==> config.mk <==
export PLATFORM = sky130hd
export DESIGN_NAME = c_escape_sequence_decoder_core
export DESIGN_NICKNAME = d
export VERILOG_FILES = /design/src/hdl/cesd_pkg.sv /design/src/hdl/cesd_front.sv /design/src/hdl/cesd_fifo.sv /design/src/hdl/cesd_back.sv /design/src/hdl/c_escape_sequence_decoder_core.sv
export VERILOG_INCLUDE_DIRS = /design/src /design/src/hdl
export SDC_FILE = /design/constraint.sdc
export NUM_CORES = 1
export LEC_CHECK = 0
export CORE_MARGIN = 3
export CORE_UTILIZATION = 40
export DETAILED_ROUTE_END_ITERATION = 6
export DONT_BUFFER_PORTS = 1
export SKIP_CTS_REPAIR_TIMING = 1
export SYNTH_ARGS = -nofsm -noshare
export SYNTH_HDL_FRONTEND = slang
export SYNTH_SLANG_ARGS = --single-unit
==> constraint.sdc <==
create_clock -name clk -period 4.48 [get_ports clk]
set_clock_uncertainty 0.2 [all_clocks]
set_input_delay 0.224 -clock clk [delete_from_list [all_inputs] [get_ports clk]]
set_output_delay 0.224 -clock clk [all_outputs]
set_load 0.03 [all_outputs]
==> src/hdl/assert_macros.svh <==
// Assertion macros shared by the decoder modules.
// Each macro takes a label, the clock, the reset, the property and a message.
`ifndef ASSERT_MACROS_SVH
`define ASSERT_MACROS_SVH
`ifndef SYNTHESIS
`define ASSERT_ALWAYS(label, clk, rst, prop, msg) \
  label: assert property (@(posedge clk) disable iff (rst) (prop)) else $error(msg);
`define ASSERT_NEVER(label, clk, rst, expr, msg) \
  label: assert property (@(posedge clk) disable iff (rst) !(expr)) else $error(msg);
`else
`define ASSERT_ALWAYS(label, clk, rst, prop, msg)
`define ASSERT_NEVER(label, clk, rst, expr, msg)
`endif
`endif

==> src/hdl/cesd_pkg.sv <==
`default_nettype none

package cesd_pkg;

  localparam int CharW = 8;
  localparam int DigitCntW = 2;
  localparam int CmdDepthDefault = 4;

  localparam logic [DigitCntW-1:0] OctalMaxDigits = 2'd3;

  localparam logic [CharW-1:0] CharBackslash = 8'h5C;
  localparam logic [CharW-1:0] CharN = 8'h6E;
  localparam logic [CharW-1:0] CharT = 8'h74;
  localparam logic [CharW-1:0] CharB = 8'h62;
  localparam logic [CharW-1:0] CharR = 8'h72;
  localparam logic [CharW-1:0] CharF = 8'h66;

  localparam logic [CharW-1:0] CodeLf = 8'h0A;
  localparam logic [CharW-1:0] CodeHt = 8'h09;
  localparam logic [CharW-1:0] CodeBs = 8'h08;
  localparam logic [CharW-1:0] CodeCr = 8'h0D;
  localparam logic [CharW-1:0] CodeFf = 8'h0C;

  // One queued command: one or two decoded bytes caused by a single input.
  typedef struct packed {
    logic [CharW-1:0] first_char;
    logic [CharW-1:0] second_char;
    logic             two;
    logic             fin;
  } cmd_t;

  function automatic logic is_octal(input logic [CharW-1:0] c);
    return c[7:3] == 5'b00110;
  endfunction

  function automatic logic [CharW-1:0] map_escape(input logic [CharW-1:0] c);
    logic [CharW-1:0] r;
    unique case (c)
      CharN:   r = CodeLf;
      CharT:   r = CodeHt;
      CharB:   r = CodeBs;
      CharR:   r = CodeCr;
      CharF:   r = CodeFf;
      default: r = c;
    endcase
    return r;
  endfunction

endpackage

`default_nettype wire

==> src/hdl/cesd_front.sv <==
`default_nettype none

module cesd_front (
  input  wire logic                     clk,
  input  wire logic                     rst,
  input  wire logic                     accept,
  input  wire logic [cesd_pkg::CharW-1:0] in_char,
  input  wire logic                     is_final,
  output logic                          push,
  output cesd_pkg::cmd_t                cmd
);

  typedef enum logic [1:0] {
    MODE_NORMAL = 2'd0,
    MODE_ESCAPE = 2'd1,
    MODE_OCTAL  = 2'd2
  } mode_t;

  mode_t                          mode, mode_next;
  logic [cesd_pkg::CharW-1:0]     accum, accum_next;
  logic [cesd_pkg::DigitCntW-1:0] digits, digits_next;
  logic                           emit;

  logic [cesd_pkg::CharW-1:0]     acc_step;
  logic [cesd_pkg::DigitCntW-1:0] dig_step;
  logic [cesd_pkg::CharW-1:0]     oct_val;
  logic                           c_octal;
  logic                           c_bslash;

  assign c_octal  = cesd_pkg::is_octal(in_char);
  assign c_bslash = (in_char == cesd_pkg::CharBackslash);
  assign oct_val  = {5'b00000, in_char[2:0]};
  assign acc_step = {accum[4:0], in_char[2:0]};
  assign dig_step = digits + 2'd1;

  always_comb begin
    mode_next       = MODE_NORMAL;
    accum_next      = accum;
    digits_next     = digits;
    emit            = 1'b0;
    cmd.first_char  = in_char;
    cmd.second_char = in_char;
    cmd.two         = 1'b0;
    cmd.fin         = is_final;
    unique case (mode)
      MODE_ESCAPE: begin
        if (c_octal) begin
          accum_next  = oct_val;
          digits_next = 2'd1;
          if (is_final) begin
            emit           = 1'b1;
            cmd.first_char = oct_val;
          end else begin
            mode_next = MODE_OCTAL;
          end
        end else begin
          emit           = 1'b1;
          cmd.first_char = cesd_pkg::map_escape(in_char);
        end
      end
      MODE_OCTAL: begin
        if (c_octal && (digits < cesd_pkg::OctalMaxDigits)) begin
          accum_next  = acc_step;
          digits_next = dig_step;
          if (is_final || (dig_step == cesd_pkg::OctalMaxDigits)) begin
            emit           = 1'b1;
            cmd.first_char = acc_step;
          end else begin
            mode_next = MODE_OCTAL;
          end
        end else begin
          // The run ends: its byte goes out, then the ending byte decodes plainly.
          emit           = 1'b1;
          cmd.first_char = accum;
          if (c_bslash && !is_final) begin
            mode_next = MODE_ESCAPE;
          end else begin
            cmd.two = 1'b1;
          end
        end
      end
      default: begin
        if (c_bslash && !is_final) begin
          mode_next = MODE_ESCAPE;
        end else begin
          emit = 1'b1;
        end
      end
    endcase
    if (is_final) begin
      mode_next   = MODE_NORMAL;
      accum_next  = '0;
      digits_next = '0;
    end else if (mode_next != MODE_OCTAL) begin
      accum_next  = '0;
      digits_next = '0;
    end
  end

  assign push = accept && emit;

  always_ff @(posedge clk) begin
    if (rst) begin
      mode   <= MODE_NORMAL;
      accum  <= '0;
      digits <= '0;
    end else if (accept) begin
      mode   <= mode_next;
      accum  <= accum_next;
      digits <= digits_next;
    end
  end

endmodule

`default_nettype wire

==> src/hdl/cesd_fifo.sv <==
`default_nettype none
`include "assert_macros.svh"

module cesd_fifo #(
  parameter int Depth = cesd_pkg::CmdDepthDefault
) (
  input  wire logic           clk,
  input  wire logic           rst,
  input  wire logic           push,
  input  wire cesd_pkg::cmd_t push_cmd,
  output logic                full,
  input  wire logic           pop,
  output logic                head_valid,
  output cesd_pkg::cmd_t      head
);

  localparam int PtrW = (Depth > 1) ? $clog2(Depth) : 1;
  localparam int CntW = $clog2(Depth + 1);

  cesd_pkg::cmd_t mem [Depth];
  logic [PtrW-1:0] wr_ptr;
  logic [PtrW-1:0] rd_ptr;
  logic [CntW-1:0] count;

  function automatic logic [PtrW-1:0] ptr_inc(input logic [PtrW-1:0] p);
    return (p == PtrW'(Depth - 1)) ? '0 : p + 1'b1;
  endfunction

  assign full       = (count == CntW'(Depth));
  assign head_valid = (count != '0);
  assign head       = mem[rd_ptr];

  always_ff @(posedge clk) begin
    if (push) begin
      mem[wr_ptr] <= push_cmd;
    end
  end

  always_ff @(posedge clk) begin
    if (rst) begin
      wr_ptr <= '0;
      rd_ptr <= '0;
      count  <= '0;
    end else begin
      if (push) begin
        wr_ptr <= ptr_inc(wr_ptr);
      end
      if (pop) begin
        rd_ptr <= ptr_inc(rd_ptr);
      end
      if (push && !pop) begin
        count <= count + 1'b1;
      end else if (pop && !push) begin
        count <= count - 1'b1;
      end
    end
  end

  `ASSERT_NEVER(a_push_full, clk, rst, push && full, "command pushed into a full queue")
  `ASSERT_NEVER(a_pop_empty, clk, rst, pop && !head_valid, "command popped from an empty queue")
  `ASSERT_ALWAYS(a_count_up, clk, rst, (push && !pop) |=> (count == $past(count) + 1'b1), "queue count did not follow a lone push")

endmodule

`default_nettype wire

==> src/hdl/cesd_back.sv <==
`default_nettype none
`include "assert_macros.svh"

module cesd_back (
  input  wire logic                       clk,
  input  wire logic                       rst,
  input  wire logic                       head_valid,
  input  wire cesd_pkg::cmd_t             head,
  output logic                            pop,
  output logic                            m_tvalid,
  input  wire logic                       m_tready,
  output logic [cesd_pkg::CharW-1:0]      m_tdata,
  output logic                            m_tlast,
  output logic                            m_tuser
);

  logic sel;
  logic load;
  logic last_of_cmd;

  assign load        = !m_tvalid || m_tready;
  assign last_of_cmd = sel || !head.two;
  assign pop         = load && head_valid && last_of_cmd;

  always_ff @(posedge clk) begin
    if (rst) begin
      m_tvalid <= 1'b0;
      sel      <= 1'b0;
    end else if (load) begin
      m_tvalid <= head_valid;
      if (head_valid) begin
        sel <= !last_of_cmd;
      end
    end
  end

  always_ff @(posedge clk) begin
    if (load && head_valid) begin
      m_tdata <= sel ? head.second_char : head.first_char;
      m_tlast <= last_of_cmd;
      m_tuser <= last_of_cmd && head.fin;
    end
  end

  `ASSERT_ALWAYS(a_sel_needs_pair, clk, rst, sel |-> (head_valid && head.two), "second byte selected without a paired command")

endmodule

`default_nettype wire

==> src/hdl/c_escape_sequence_decoder_core.sv <==
`default_nettype none

// C backslash escape decoder. Raw string bytes enter on the slave stream, one
// transaction per byte, with s_tlast marking the final byte of a string. Plain
// bytes pass through; a backslash followed by n, t, b, r or f yields LF, HT,
// BS, CR or FF, and any other byte after a backslash stands for itself. One to
// three octal digits after a backslash build one byte (wrapping to 8 bits); a
// non-octal byte ends the run, the built byte goes out, and the ending byte is
// then decoded normally, so one input can cause two output bytes, and a
// backslash that opens an escape causes none. A lone backslash at the end of a
// string is emitted as a backslash, and every string starts in a clean state.
// On the master stream m_tlast marks the last output byte caused by one input
// transaction and m_tuser marks the final decoded byte of the string. The
// input side takes one transaction per cycle as long as the command queue
// (CmdDepth entries) has room; the output side delivers one byte per cycle
// while m_tready is high, so an input that causes two bytes holds the back
// end for both; the queue absorbs that and pushes back on the input only when
// it is full. Each byte passes through a queue entry and an output register.
module c_escape_sequence_decoder_core #(
  parameter int CmdDepth = cesd_pkg::CmdDepthDefault
) (
  input  wire logic       clk,
  input  wire logic       rst,
  // Input stream.
  input  wire logic       s_tvalid,
  output logic            s_tready,
  input  wire logic [7:0] s_tdata,   // [7:0] in_char
  input  wire logic       s_tlast,   // is_final
  // Output stream.
  output logic            m_tvalid,
  input  wire logic       m_tready,
  output logic [7:0]      m_tdata,   // [7:0] out_char
  output logic            m_tlast,   // run_last
  output logic            m_tuser    // [0] string_end
);

  logic           accept;
  logic           push;
  logic           full;
  logic           pop;
  logic           head_valid;
  cesd_pkg::cmd_t cmd;
  cesd_pkg::cmd_t head;

  // The front end only needs a free queue slot; it never waits on the output.
  assign s_tready = !full;
  assign accept   = s_tvalid && s_tready;

  cesd_front u_front (
    .clk      (clk),
    .rst      (rst),
    .accept   (accept),
    .in_char  (s_tdata),
    .is_final (s_tlast),
    .push     (push),
    .cmd      (cmd)
  );

  cesd_fifo #(
    .Depth (CmdDepth)
  ) u_fifo (
    .clk        (clk),
    .rst        (rst),
    .push       (push),
    .push_cmd   (cmd),
    .full       (full),
    .pop        (pop),
    .head_valid (head_valid),
    .head       (head)
  );

  // The back end walks each command one byte per transaction into a
  // registered output stage.
  cesd_back u_back (
    .clk        (clk),
    .rst        (rst),
    .head_valid (head_valid),
    .head       (head),
    .pop        (pop),
    .m_tvalid   (m_tvalid),
    .m_tready   (m_tready),
    .m_tdata    (m_tdata),
    .m_tlast    (m_tlast),
    .m_tuser    (m_tuser)
  );

endmodule

`default_nettype wire

==> summary.txt, run 1 <==
Yosys
  • Gate Count Post-Synth: 327
  • Xor and xnor area share after synthesis: less than 1%
  • Post-synthesis compound-gate area fraction: between 8 and 9%
  • Asr flop ratio synth: 0%
  • Main flop type after synthesis: edfxtp_1
  • Post-synth cell types: 59
  • Cell area after synthesis: ~0.0047 mm2
  • Seq/Total Area, Yosys: 62.3%
  • Post-synth EDFFs: between 80 and 90
  • Mean area per synthesized cell: ~14 um2
  • Multiplexer share of the synthesized area: around 11%
  • Warnings, synthesis: 0
  • Synthesized Nets: roughly 350
  • Largest family of logic cells by synthesized area: multiplexers
  • Post-Synth Adder-Cell Area: between 3 and 4%
  • Yosys reg bits: 105
  • Synth Area in Simple Gates: a little over a tenth

Setup path
  • Reg2Reg Setup Slack: 1.51 ns
  • WS Path Type: reg2reg
  • Crit start category: register
  • WP data required: ~4.5 ns
  • CP endpoint kind: register
  • Reg-to-reg endpoint: u_fifo.count[2]$_SDFFE_PP0P_
  • R2R Path Start: u_front.mode[0]$_SDFFE_PP0P_
  • Worst path arrival time: 3.03 ns
  • Crit path max fanout: 9
  • Reg2Reg Depth: 12

STA
  • Final Hold Fails: 5
  • Post-layout minimum cycle time: around 3.0 ns
  • Fmax: about 340 MHz
  • # setup viols final: 0
  • Rel. slew slack: 28.6%
  • Slew @ Worst Pin: 1.06 ns
  • Setup slack after layout: approximately 1.5 ns
  • Hold slack: -0.00906 ns
  • Final Max Tran Viols: 0
  • RSZ-0062 raised after global routing: no
  • Period utilisation layout: 66.3%
  • Setup TNS: 0 ns

Status
  • Failing checks: negative hold slack
  • Status: finished with violations

Clocking
  • CTS buffer count: 9
  • H-Tree Depth: 3
  • Root Driver: clkbuf_16
  • Worst-Skew Late Latency: roughly 0.35 ns
  • CTS sink cnt: 105
  • Clk slew on worst S/H paths: 0.07 ns
  • TritonCTS clock tree: yes
  • Clk buf depth: 2

Drt
  • DRC: 0
  • DRT Wirelength: 8870 um
  • Initial DRC count: ~170
  • ANT nets after route: 0
  • Drt wl/cell: 18.4 um
  • Vias/cell: between 5 and 6
  • Initial DRT Pass Iterations: 4
  • Total number of vias: roughly 2700

Pwr
  • Seq pwr share: between 50 and 60%
  • Switch share: between 20% and 30%
  • Pint: slightly below 2 mW
  • PD cells: 526 mW/mm2
  • Power share of the combinational group: 20.3%
  • P_leak: 1.73 nW
  • NetSw: approximately 800 uW
  • Peak VDD IR: roughly 0.00023 V
  • Clock power frac: 28.6%

Die
  • Initial core utilization: 42.2%
  • Core region area: around 0.011 mm2
  • Die width: 114 um
  • Ports: 25
  • Die span in y: around 110 um
  • DIE AREA: ~0.013 mm2
  • Row cnt: 38

Global routing
  • Global route overflow: 0
  • Global-route wire length before repair: ~14000 um
  • Vias in the first global route: 2660
  • Pin count of the biggest net entering global routing: 19
  • Gr usage total: ~14%
  • Initial antenna violation count: 0

Flow run
  • Max-Cap Viols: 0

Min path
  • Hold Crit Class: in2reg
  • Worst min-delay path startpoint: s_tvalid
  • Hold Path Depth: 3
  • Worst hold endpoint: u_front.mode[0]$_SDFFE_PP0P_

Final layout
  • Diodes inserted: 0
  • Nets: 360
  • Syn-to-layout area delta: 11.3%
  • Layout cells sized above 1: between 15 and 20%

Placement
  • Port Buffers: 0
  • GP Congestion: around 0.82
  • DP Worst Slack: ~1.5 ns
  • Detailed placer's ending HPWL: slightly below 6000 um
## per-layer routing
layer	track usage [%]	wire length, um	vias up	share of wire, %
met4	5.07	147	0	1.7
li1	-	-	1273	-
met3	4.23	366	8	4.1
met1	18.6	4210	1347	47
met5	0	0	-	0
met2	23.0	4150	44	47
## area by class of cell
cell class,instances,area (um2)
clock inverter,7,73.8
multi-input combinational,190,1630
sequential,105,2920
inverter,17,63.8
fill,1003,5910
timing repair buffer,13,125
tap,140,175
clock buffer,9,225
## Yosys cell counts (5+ instances only)
library cell	n	area [um2]
nand3_1	11	55.1
a21oi_1	16	80.1
o21ai_1	7	35.0
edfxtp_1	82	2460
dfxtp_1	23	460
nor3_1	5	25.0
nand2_1	15	56.3
mux4_2	18	405
ha_1	10	125
buf_2	8	40.0
inv_1	17	63.8
and3_1	7	43.8
nand2b_1	7	43.8
o21ai_0	7	35.0
nor2_1	16	60.1
mux2_2	8	90.1
## cell families after synthesis
| group | Yosys count |
|---|---|
| AOI/OAI and AO/OA | 60 |
| xor gates and xnor gates | 4 |
| adders and majority gates | 11 |
| buffers and inverters | 32 |
| DFF | 105 |
| muxes | 29 |
| and+or+nand+nor | 86 |
## cell usage in the layout (no fill, tap or decap), drive strengths merged, types with 2 or more instances in the layout
master	netlist	layout
mux4	18	18
edfxtp	82	82
buf	11	2
o31ai	3	3
nand2	15	15
nor2b	2	2
nand2b	7	7
inv	17	20
or3b	3	3
a21o	3	3
and2	4	4
o22ai	2	2
nor3b	5	5
a21oi	17	17
dfxtp	23	23
mux2i	3	3
clkinv	0	3
o2111ai	2	2
dlygate4sd3	0	11
or3	2	2
o21ai	14	14
clkbuf	4	9
nor2	16	16
a31o	5	5
and3	7	7
mux2	8	8
ha	10	10
nor4bb	3	3
xor2	3	3
nor3	6	6
nand3	11	11
## stage by stage
stage / instance area [um2] / cells / util, % / total power, mW
floorplan: 4690 / 327 / - / 1.86
global placement: 4810 / 454 / 43.2 / 1.98
detailed placement: 4810 / 454 / 43.2 / 1.99
CTS: 5110 / 470 / 45.9 / 2.78
global route: 5220 / 481 / 46.9 / 2.89
finish: 5220 / 481 / 46.9 / 2.75
## critical path: stages (launching register included)
cell and delay, ns:
dfxtp_1 0.33, inv_1 0.06, ha_1 0.30, o21ai_0 0.14, and4_1 0.23, o21ba_2 0.20
nor2_1 0.16, ha_1 0.21, inv_1 0.06, fa_1 0.38, xor2_1 0.15, or3_1 0.31
a21oi_1 0.16
## worst max-delay path by stage
stage | start | endpoint | slack, ns | cells after the start
final | u_front.mode[0]$_SDFFE_PP0P_ | u_fifo.count[2]$_SDFFE_PP0P_ | 1.51 | 12
after global routing | u_front.mode[0]$_SDFFE_PP0P_ | u_fifo.count[2]$_SDFFE_PP0P_ | 1.24 | 12
after CTS | u_front.mode[0]$_SDFFE_PP0P_ | u_fifo.count[2]$_SDFFE_PP0P_ | 1.50 | 12
after detailed placement | u_front.mode[0]$_SDFFE_PP0P_ | u_fifo.count[2]$_SDFFE_PP0P_ | 1.52 | 12
after global placement | u_fifo.count[0]$_SDFFE_PP0P_ | u_fifo.count[2]$_SDFFE_PP0P_ | 1.64 | 11
after floorplan | u_front.mode[0]$_SDFFE_PP0P_ | u_fifo.count[2]$_SDFFE_PP0P_ | 1.80 | 13
## power by group through the flow
| stage | logic, mW | registers (mW) | clock network (mW) |
|---|---|---|---|
| after floorplan | 0.469 | 1.39 | 0 |
| after global placement | 0.548 | 1.43 | 0 |
| after detailed placement | 0.558 | 1.43 | 0 |
| after CTS | 0.561 | 1.41 | 0.808 |
| after global routing | 0.626 | 1.42 | 0.842 |
| final | 0.557 | 1.40 | 0.785 |
## flip-flops by register name, summed over array words and instances, names as in the netlist, 2 cells and up, named ones only
register,count
u_fifo.mem,72
u_back.m_tdata,8
u_front.accum,8
u_fifo.count,3
u_fifo.rd_ptr,2
u_fifo.wr_ptr,2
u_front.digits,2
u_front.mode,2
(Power assumes the default switching activity.)
==> inputs of run 2 (changes only) <==
--- a/config.mk
+++ b/config.mk
@@ -6,6 +6,7 @@
 export SDC_FILE = /design/constraint.sdc
 export NUM_CORES = 1
 export LEC_CHECK = 0
+export ABC_AREA = 1
 export CORE_MARGIN = 3
 export CORE_UTILIZATION = 40
 export DETAILED_ROUTE_END_ITERATION = 6
==> constraint.sdc (replaced) <==
create_clock -name clk -period 2.79 [get_ports clk]
set_clock_uncertainty 0.2 [all_clocks]
set_input_delay 0.1395 -clock clk [delete_from_list [all_inputs] [get_ports clk]]
set_output_delay 0.1395 -clock clk [all_outputs]
set_load 0.03 [all_outputs]
==> summary.txt, run 2 <==
Status
  • Status: completed

Drt
  • DRT Wirelength: 10700 um (+21%)
  • Initial DRT Pass Iterations: 5 (+1)
  • DRC: 0 (unchanged)
  • Drt wl/cell: 15.7 um (-15%)
  • Vias/cell: 5.21 (-6.2%)
  • Total number of vias: 3560 (+33%)
  • Initial DRC count: 197 (+17%)
  • ANT nets after route: 0 (unchanged)

Global routing
  • Gr usage total: 16.4% (+2.1 points)
  • Pin count of the biggest net entering global routing: 35 (+16)
  • Global-route wire length before repair: 16800 um (+18%)
  • Vias in the first global route: 3259 (+23%)
  • Global route overflow: 0 (unchanged)
  • Initial antenna violation count: 0 (unchanged)

Setup path
  • CP cell instances: inv_1 -> ha_1 -> inv_2 -> o21ai_0 -> inv_1 -> nand2_2 -> inv_1 -> ha_1 -> inv_1 -> fa_1 -> a21oi_1 -> o21ai_1 -> o21ai_1 -> a21oi_1
  • Crit path max fanout: 6 (-3)
  • WS Path Type: reg2reg
  • Crit start category: register
  • CP bufs+invs: 5 (+3)
  • Crit-path most repeated cell: inv_1
  • Slowest stage delay, CP: 0.39 ns (about the same)
  • CP endpoint kind: register
  • CP max-delay cell: fa_1
  • WP data required: 2.82 ns (-1.72 ns)
  • Worst path arrival time: 2.58 ns (-0.45 ns)
  • Family with the most delay on the worst path: adder cells

Die
  • DIE AREA: 0.0135 mm2 (+3.7%)
  • Die span in y: 116 um (+1.8%)
  • Die width: 116 um (+1.8%)
  • Row cnt: 39 (+2.6%)
  • Ports: 25 (unchanged)
  • Initial core utilization: 41.8% (-0.37 points)
  • Core region area: 0.0117 mm2 (+4.8%)

Final layout
  • Commonest cells after routing, fill and taps aside: nor2_1, edfxtp_1, nand2_1
  • Diodes inserted: 0 (unchanged)
  • Max reg flops: 72 (unchanged)
  • Syn-to-layout area delta: 12.1%
  • Largest registers: u_fifo.mem: 72 flops, u_back.m_tdata: 8 flops, u_front.accum: 8 flops
  • Nets: 559 (+55%)
  • Most common cell after layout, fill and taps aside: nor2_1
  • Largest reg by FF count: u_fifo.mem
  • Layout cells sized above 1: 8.52% (-8.2 points)

Yosys
  • Post-synth EDFFs: 82 (unchanged)
  • Yosys reg bits: 105 (unchanged)
  • Gate Count Post-Synth: 518 (+58%)
  • Xor and xnor area share after synthesis: 0% (-0.75 points)
  • Multiplexer share of the synthesized area: 0% (-11 points)
  • Synth Area in Simple Gates: 19.6% (+8.7 points)
  • Synthesized Nets: 542 (+54%)
  • Cell area after synthesis: 0.00487 mm2 (+3.9%)
  • Warnings, synthesis: 0 (unchanged)
  • Synth top area share: 50.5% (-2.0 points)
  • Seq/Total Area, Yosys: 60.0% (-2.3 points)
  • Post-Synth Adder-Cell Area: 2.98% (-0.12 points)
  • Synth cell count leaders: nor2_1, edfxtp_1, nand2_1, o21ai_0, inv_1
  • Mean area per synthesized cell: 9.41 um2 (-34%)
  • Post-synthesis compound-gate area fraction: 11.3% (+2.4 points)
  • Ranking of synthesized cells by area: edfxtp_1, dfxtp_1, nor2_1, o21ai_0, nand2_1
  • Largest family of logic cells by synthesized area: simple AND/OR/NAND/NOR gates
  • Asr flop ratio synth: 0% (unchanged)
  • Count leader, synth: nor2_1
  • Main flop type after synthesis: edfxtp_1
  • Area leader, netlist: edfxtp_1
  • Post-synth cell types: 32 (-46%)

Pwr
  • Power, Total: 5.06 mW (+84%)
  • Peak VDD IR: 0.000329 V (+41%)
  • P_leak: 2.10 nW (+21%)
  • PD cells: 926 mW/mm2 (+76%)

STA
  • Setup TNS: 0 ns (unchanged)
  • Post-layout minimum cycle time: 2.55 ns (-0.417 ns)
  • Period utilisation layout: 91.5% (+25 points)
  • Final Max Tran Viols: 0 (unchanged)
  • Rel. slew slack: 58.7% (+30 points)
  • Slew @ Worst Pin: 0.618 ns (-0.439 ns)
  • Setup slack after layout: 0.238 ns (-1.27 ns)
  • Hold slack: 0.00914 ns (+0.0182 ns)
  • RSZ-0062 raised after global routing: no
  • Fmax: 392 MHz (+16%)
  • Final Hold Fails: 0 (-5)
  • # setup viols final: 0 (unchanged)

Placement
  • Detailed placer's ending HPWL: 6810 um (+18%)
  • GP Congestion: 0.887 (+8.2%)
  • DP Worst Slack: 0.165 ns (-1.36 ns)
  • Port Buffers: 0 (unchanged)

Flow run
  • Max-Cap Viols: 0 (unchanged)

Clocking
  • Worst-Skew Late Latency: 0.35 ns (about the same)
  • H-Tree Depth: 3 (unchanged)
  • TritonCTS clock tree: yes
  • Root Driver: clkbuf_16
  • Clk slew on worst S/H paths: 0.07 ns (about the same)
  • CTS sink cnt: 105 (unchanged)
  • Clk buf depth: 2 (unchanged)
  • CTS buffer count: 9 (unchanged)

Min path
  • Hold Crit Class: in2reg
run 2: changes by cell type after synthesis, moves of 8 or more:
cell,delta
inv_1,+31
mux4_2,-18
o21ai_0,+52
nand3_1,+19
clkbuf_1,+9
o22ai_1,+8
nor2_1,+95
a31oi_1,+10
nand2_1,+50
mux2_2,-8
run 2: path summary, 6_finish.rpt:
kind | start | end | slack [ns] | depth (start not counted)
max | u_front.mode[0]$_SDFFE_PP0P_ | u_fifo.count[2]$_SDFFE_PP0P_ | 0.24 | 14
max reg2reg | u_front.mode[0]$_SDFFE_PP0P_ | u_fifo.count[2]$_SDFFE_PP0P_ | 0.24 | 14
min reg2reg | u_front.accum[7]$_SDFFE_PP0P_ | u_front.accum[7]$_SDFFE_PP0P_ | 0.32 | 2
min | s_tlast | u_fifo.wr_ptr[0]$_SDFFE_PP0P_ | 0.009 | 4
run 2: final cells by class:
cell class / count / area (um2)
fillers: 1094 / 6200
repair buffers: 29 / 243
clock buffers: 12 / 236
inverters: 52 / 195
clock inverters: 4 / 28.8
flip-flops and latches: 105 / 2930
multi-input cells: 338 / 1660
well taps: 143 / 179
run 2: cells by family (layout without fill, tap and decap cells):
family | after synthesis | count (layout)
and+or+nand+nor | 224 | 224
DFF | 105 | 105
AOI/OAI and AO/OA | 103 | 103
buffers and inverters | 75 | 97
adders and majority gates | 11 | 11
run 2: through the flow:
stage                     area (um2)  utilization (%)  instances
after global placement          5080             43.6        656
after detailed placement        5080             43.6        656
after CTS                       5350             45.8        672
final                           5460             46.8        683
after global routing            5460             46.8        683
after floorplan                 4870                -        518
run 2: power by group:
group	internal, mW	leakage [nW]	switching [mW]	total (mW)
Sequential	2.10	0.948	0.272	2.37
Combinational	0.511	1.03	1.02	1.53
Clock	0.607	0.119	0.550	1.16
Total	3.22	2.10	1.84	5.06
run 2: routing by layer:
metal,wire length (um),global-route usage [%]
met5,0,0
met4,190,5.88
met3,495,4.72
met2,5190,26.8
met1,4840,21.0
run 2: worst register-to-register path: stages (launching register included):
cell and delay, ns:
dfxtp_2 0.34, inv_1 0.04, ha_1 0.31, inv_2 0.09, o21ai_0 0.09, inv_1 0.16
nand2_2 0.11, inv_1 0.07, ha_1 0.14, inv_1 0.07, fa_1 0.39, a21oi_1 0.14
o21ai_1 0.09, o21ai_1 0.13, a21oi_1 0.06
==> inputs of run 3 (changes only) <==
--- a/config.mk
+++ b/config.mk
@@ -11,6 +11,7 @@
 export CORE_UTILIZATION = 40
 export DETAILED_ROUTE_END_ITERATION = 6
 export DONT_BUFFER_PORTS = 1
+export REMOVE_ABC_BUFFERS = 1
 export SKIP_CTS_REPAIR_TIMING = 1
 export SYNTH_ARGS = -nofsm -noshare
 export SYNTH_HDL_FRONTEND = slang
==> summary.txt, run 3 (same netlist as run 2, synthesis figures left out) <==
Status
  • Status: finished with violations
  • Failing checks: negative hold slack

Drt
  • Drt wl/cell: 15.6 um (-0.72%)
  • Initial DRT Pass Iterations: 5 (unchanged)
  • Total number of vias: 3542 (-0.51%)
  • Initial DRC count: 400 (+100%)
  • Vias/cell: 5.21 (about the same)
  • ANT nets after route: 0 (unchanged)
  • DRC: 0 (unchanged)
  • DRT Wirelength: 10600 um (-1.2%)

Final layout
  • Layout cells sized above 1: 8.01% (-0.51 points)
  • Multi-input logic area: 0.00167 mm2 (+0.83%)
  • Syn-to-layout area delta: 12.1% (about the same)
  • Post-route cell area: 0.00546 mm2 (about the same)
  • Nets: 558 (-0.18%)
  • Largest registers: u_fifo.mem: 72 flops, u_back.m_tdata: 8 flops, u_front.accum: 8 flops
  • Fillers: 1063 (-2.8%)
  • Commonest cells after routing, fill and taps aside: nor2_1, edfxtp_1, nand2_1
  • Diodes inserted: 0 (unchanged)
  • Largest reg by FF count: u_fifo.mem
  • Max reg flops: 72 (unchanged)
  • Most common cell after layout, fill and taps aside: nor2_1
  • Register area: 0.00292 mm2 (about the same)

Setup path
  • CP endpoint kind: register
  • WS Path Type: reg2reg
  • Crit path max fanout: 5 (-1)
  • CP bufs+invs: 4 (-1)
  • Slowest stage delay, CP: 0.42 ns (+0.03 ns)
  • Worst path arrival time: 2.61 ns (+0.03 ns)
  • Reg2Reg Setup Slack: 0.21 ns (-0.03 ns)
  • CP cell instances: inv_1 -> ha_1 -> nor2_1 -> inv_1 -> o21ai_1 -> nand3_2 -> nand2_2 -> inv_1 -> ha_1 -> inv_1 -> fa_1 -> o21ai_0 -> a21oi_1
  • Family with the most delay on the worst path: adder cells
  • Crit start category: register
  • Crit-path most repeated cell: inv_1
  • CP max-delay cell: fa_1
  • WP data required: 2.82 ns (about the same)

Clocking
  • Worst-Skew Late Latency: 0.34 ns (about the same)
  • Root Driver: clkbuf_16
  • Clk slew on worst S/H paths: 0.06 ns (about the same)
  • Clk buf depth: 2 (unchanged)
  • CTS buffer count: 9 (unchanged)
  • TritonCTS clock tree: yes
  • CTS sink cnt: 105 (unchanged)
  • H-Tree Depth: 3 (unchanged)

STA
  • Final Max Tran Viols: 0 (unchanged)
  • Hold slack: -0.0291 ns (-0.0382 ns)
  • Post-layout minimum cycle time: 2.58 ns (+0.0280 ns)
  • Fmax: 388 MHz (-1.1%)
  • # setup viols final: 0 (unchanged)
  • Rel. slew slack: 58.2% (-0.53 points)
  • Final Hold Fails: 5 (+5)
  • Period utilisation layout: 92.5% (+1.0 points)
  • Slew @ Worst Pin: 0.627 ns (+0.00801 ns)
  • RSZ-0062 raised after global routing: no
  • Setup TNS: 0 ns (unchanged)

Global routing
  • Global route overflow: 0 (unchanged)
  • Global-route wire length before repair: 17200 um (+2.3%)
  • Initial antenna violation count: 0 (unchanged)
  • Gr usage total: 16.6% (+0.17 points)
  • Pin count of the biggest net entering global routing: 35 (unchanged)
  • Vias in the first global route: 3393 (+4.1%)

Flow run
  • Max-Cap Viols: 0 (unchanged)

Die
  • Die span in y: 116 um (unchanged)
  • DIE AREA: 0.0135 mm2 (unchanged)
  • Row cnt: 39 (unchanged)
  • Core region area: 0.0117 mm2 (unchanged)
  • Initial core utilization: 41.8% (unchanged)
  • Die width: 116 um (unchanged)
  • Ports: 25 (unchanged)

Pwr
  • P_leak: 2.09 nW (-0.14%)
  • Peak VDD IR: 0.000373 V (+13%)
  • PD cells: 920 mW/mm2 (-0.69%)

Placement
  • Placed Area: 0.00507 mm2 (-0.17%)
  • GP Congestion: 0.836 (-5.8%)
  • Port Buffers: 0 (unchanged)
  • Detailed placer's ending HPWL: 6650 um (-2.4%)

Min path
  • Hold Crit Class: in2reg
==> run 3: path summary, 6_finish.rpt <==
path | cells past startpoint | startpoint | end
max | 13 | u_front.digits[0]$_SDFFE_PP0P_ | u_fifo.count[1]$_SDFFE_PP0P_
min reg2reg | 2 | u_front.accum[0]$_SDFFE_PP0P_ | u_front.accum[0]$_SDFFE_PP0P_
max reg2reg | 13 | u_front.digits[0]$_SDFFE_PP0P_ | u_fifo.count[1]$_SDFFE_PP0P_
min | 5 | s_tlast | u_front.mode[0]$_SDFFE_PP0P_
==> run 3: report_power, final <==
group,switching [mW],internal [mW]
logic,1.01,0.511
registers,0.272,2.10
clock network,0.530,0.598
==> run 3: stage by stage <==
step,cells,total power [mW],worst slack (ns),util [%]
2_1_floorplan,495,3.39,-0.252,-
3_3_place_gp,654,3.86,0.223,43.5
3_5_place_dp,654,3.90,0.107,43.5
4_1_cts,668,5.04,0.0796,45.7
5_1_grt,680,5.40,0.0194,46.8
6_report,680,5.02,0.210,46.8
==> run 3: cell type report <==
cell class | instances | share of cell area, %
clock buffer | 10 | 4.19
clock inverter | 4 | 0.550
inverter | 52 | 3.57
multi-input combinational | 338 | 30.6
sequential | 105 | 53.5
tap | 143 | 3.28
timing repair buffer | 28 | 4.31
==> run 3: worst reg2reg max path, stage by stage (launching register included) <==
cell     delay (ns)
dfxtp_1        0.37
inv_1          0.06
ha_1           0.18
nor2_1         0.13
inv_1          0.10
o21ai_1        0.19
nand3_2        0.13
nand2_2        0.12
inv_1          0.05
ha_1           0.19
inv_1          0.10
fa_1           0.42
o21ai_0        0.18
a21oi_1        0.06
==> run 3: per-layer routing <==
metal	global-route usage [%]	share of wire, %	vias to the layer above
met4	4.02	0.40	0
li1	-	-	1797
met1	22.0	46	1677
met5	0	0	-
met2	26.8	48	66
met3	5.08	5.6	2
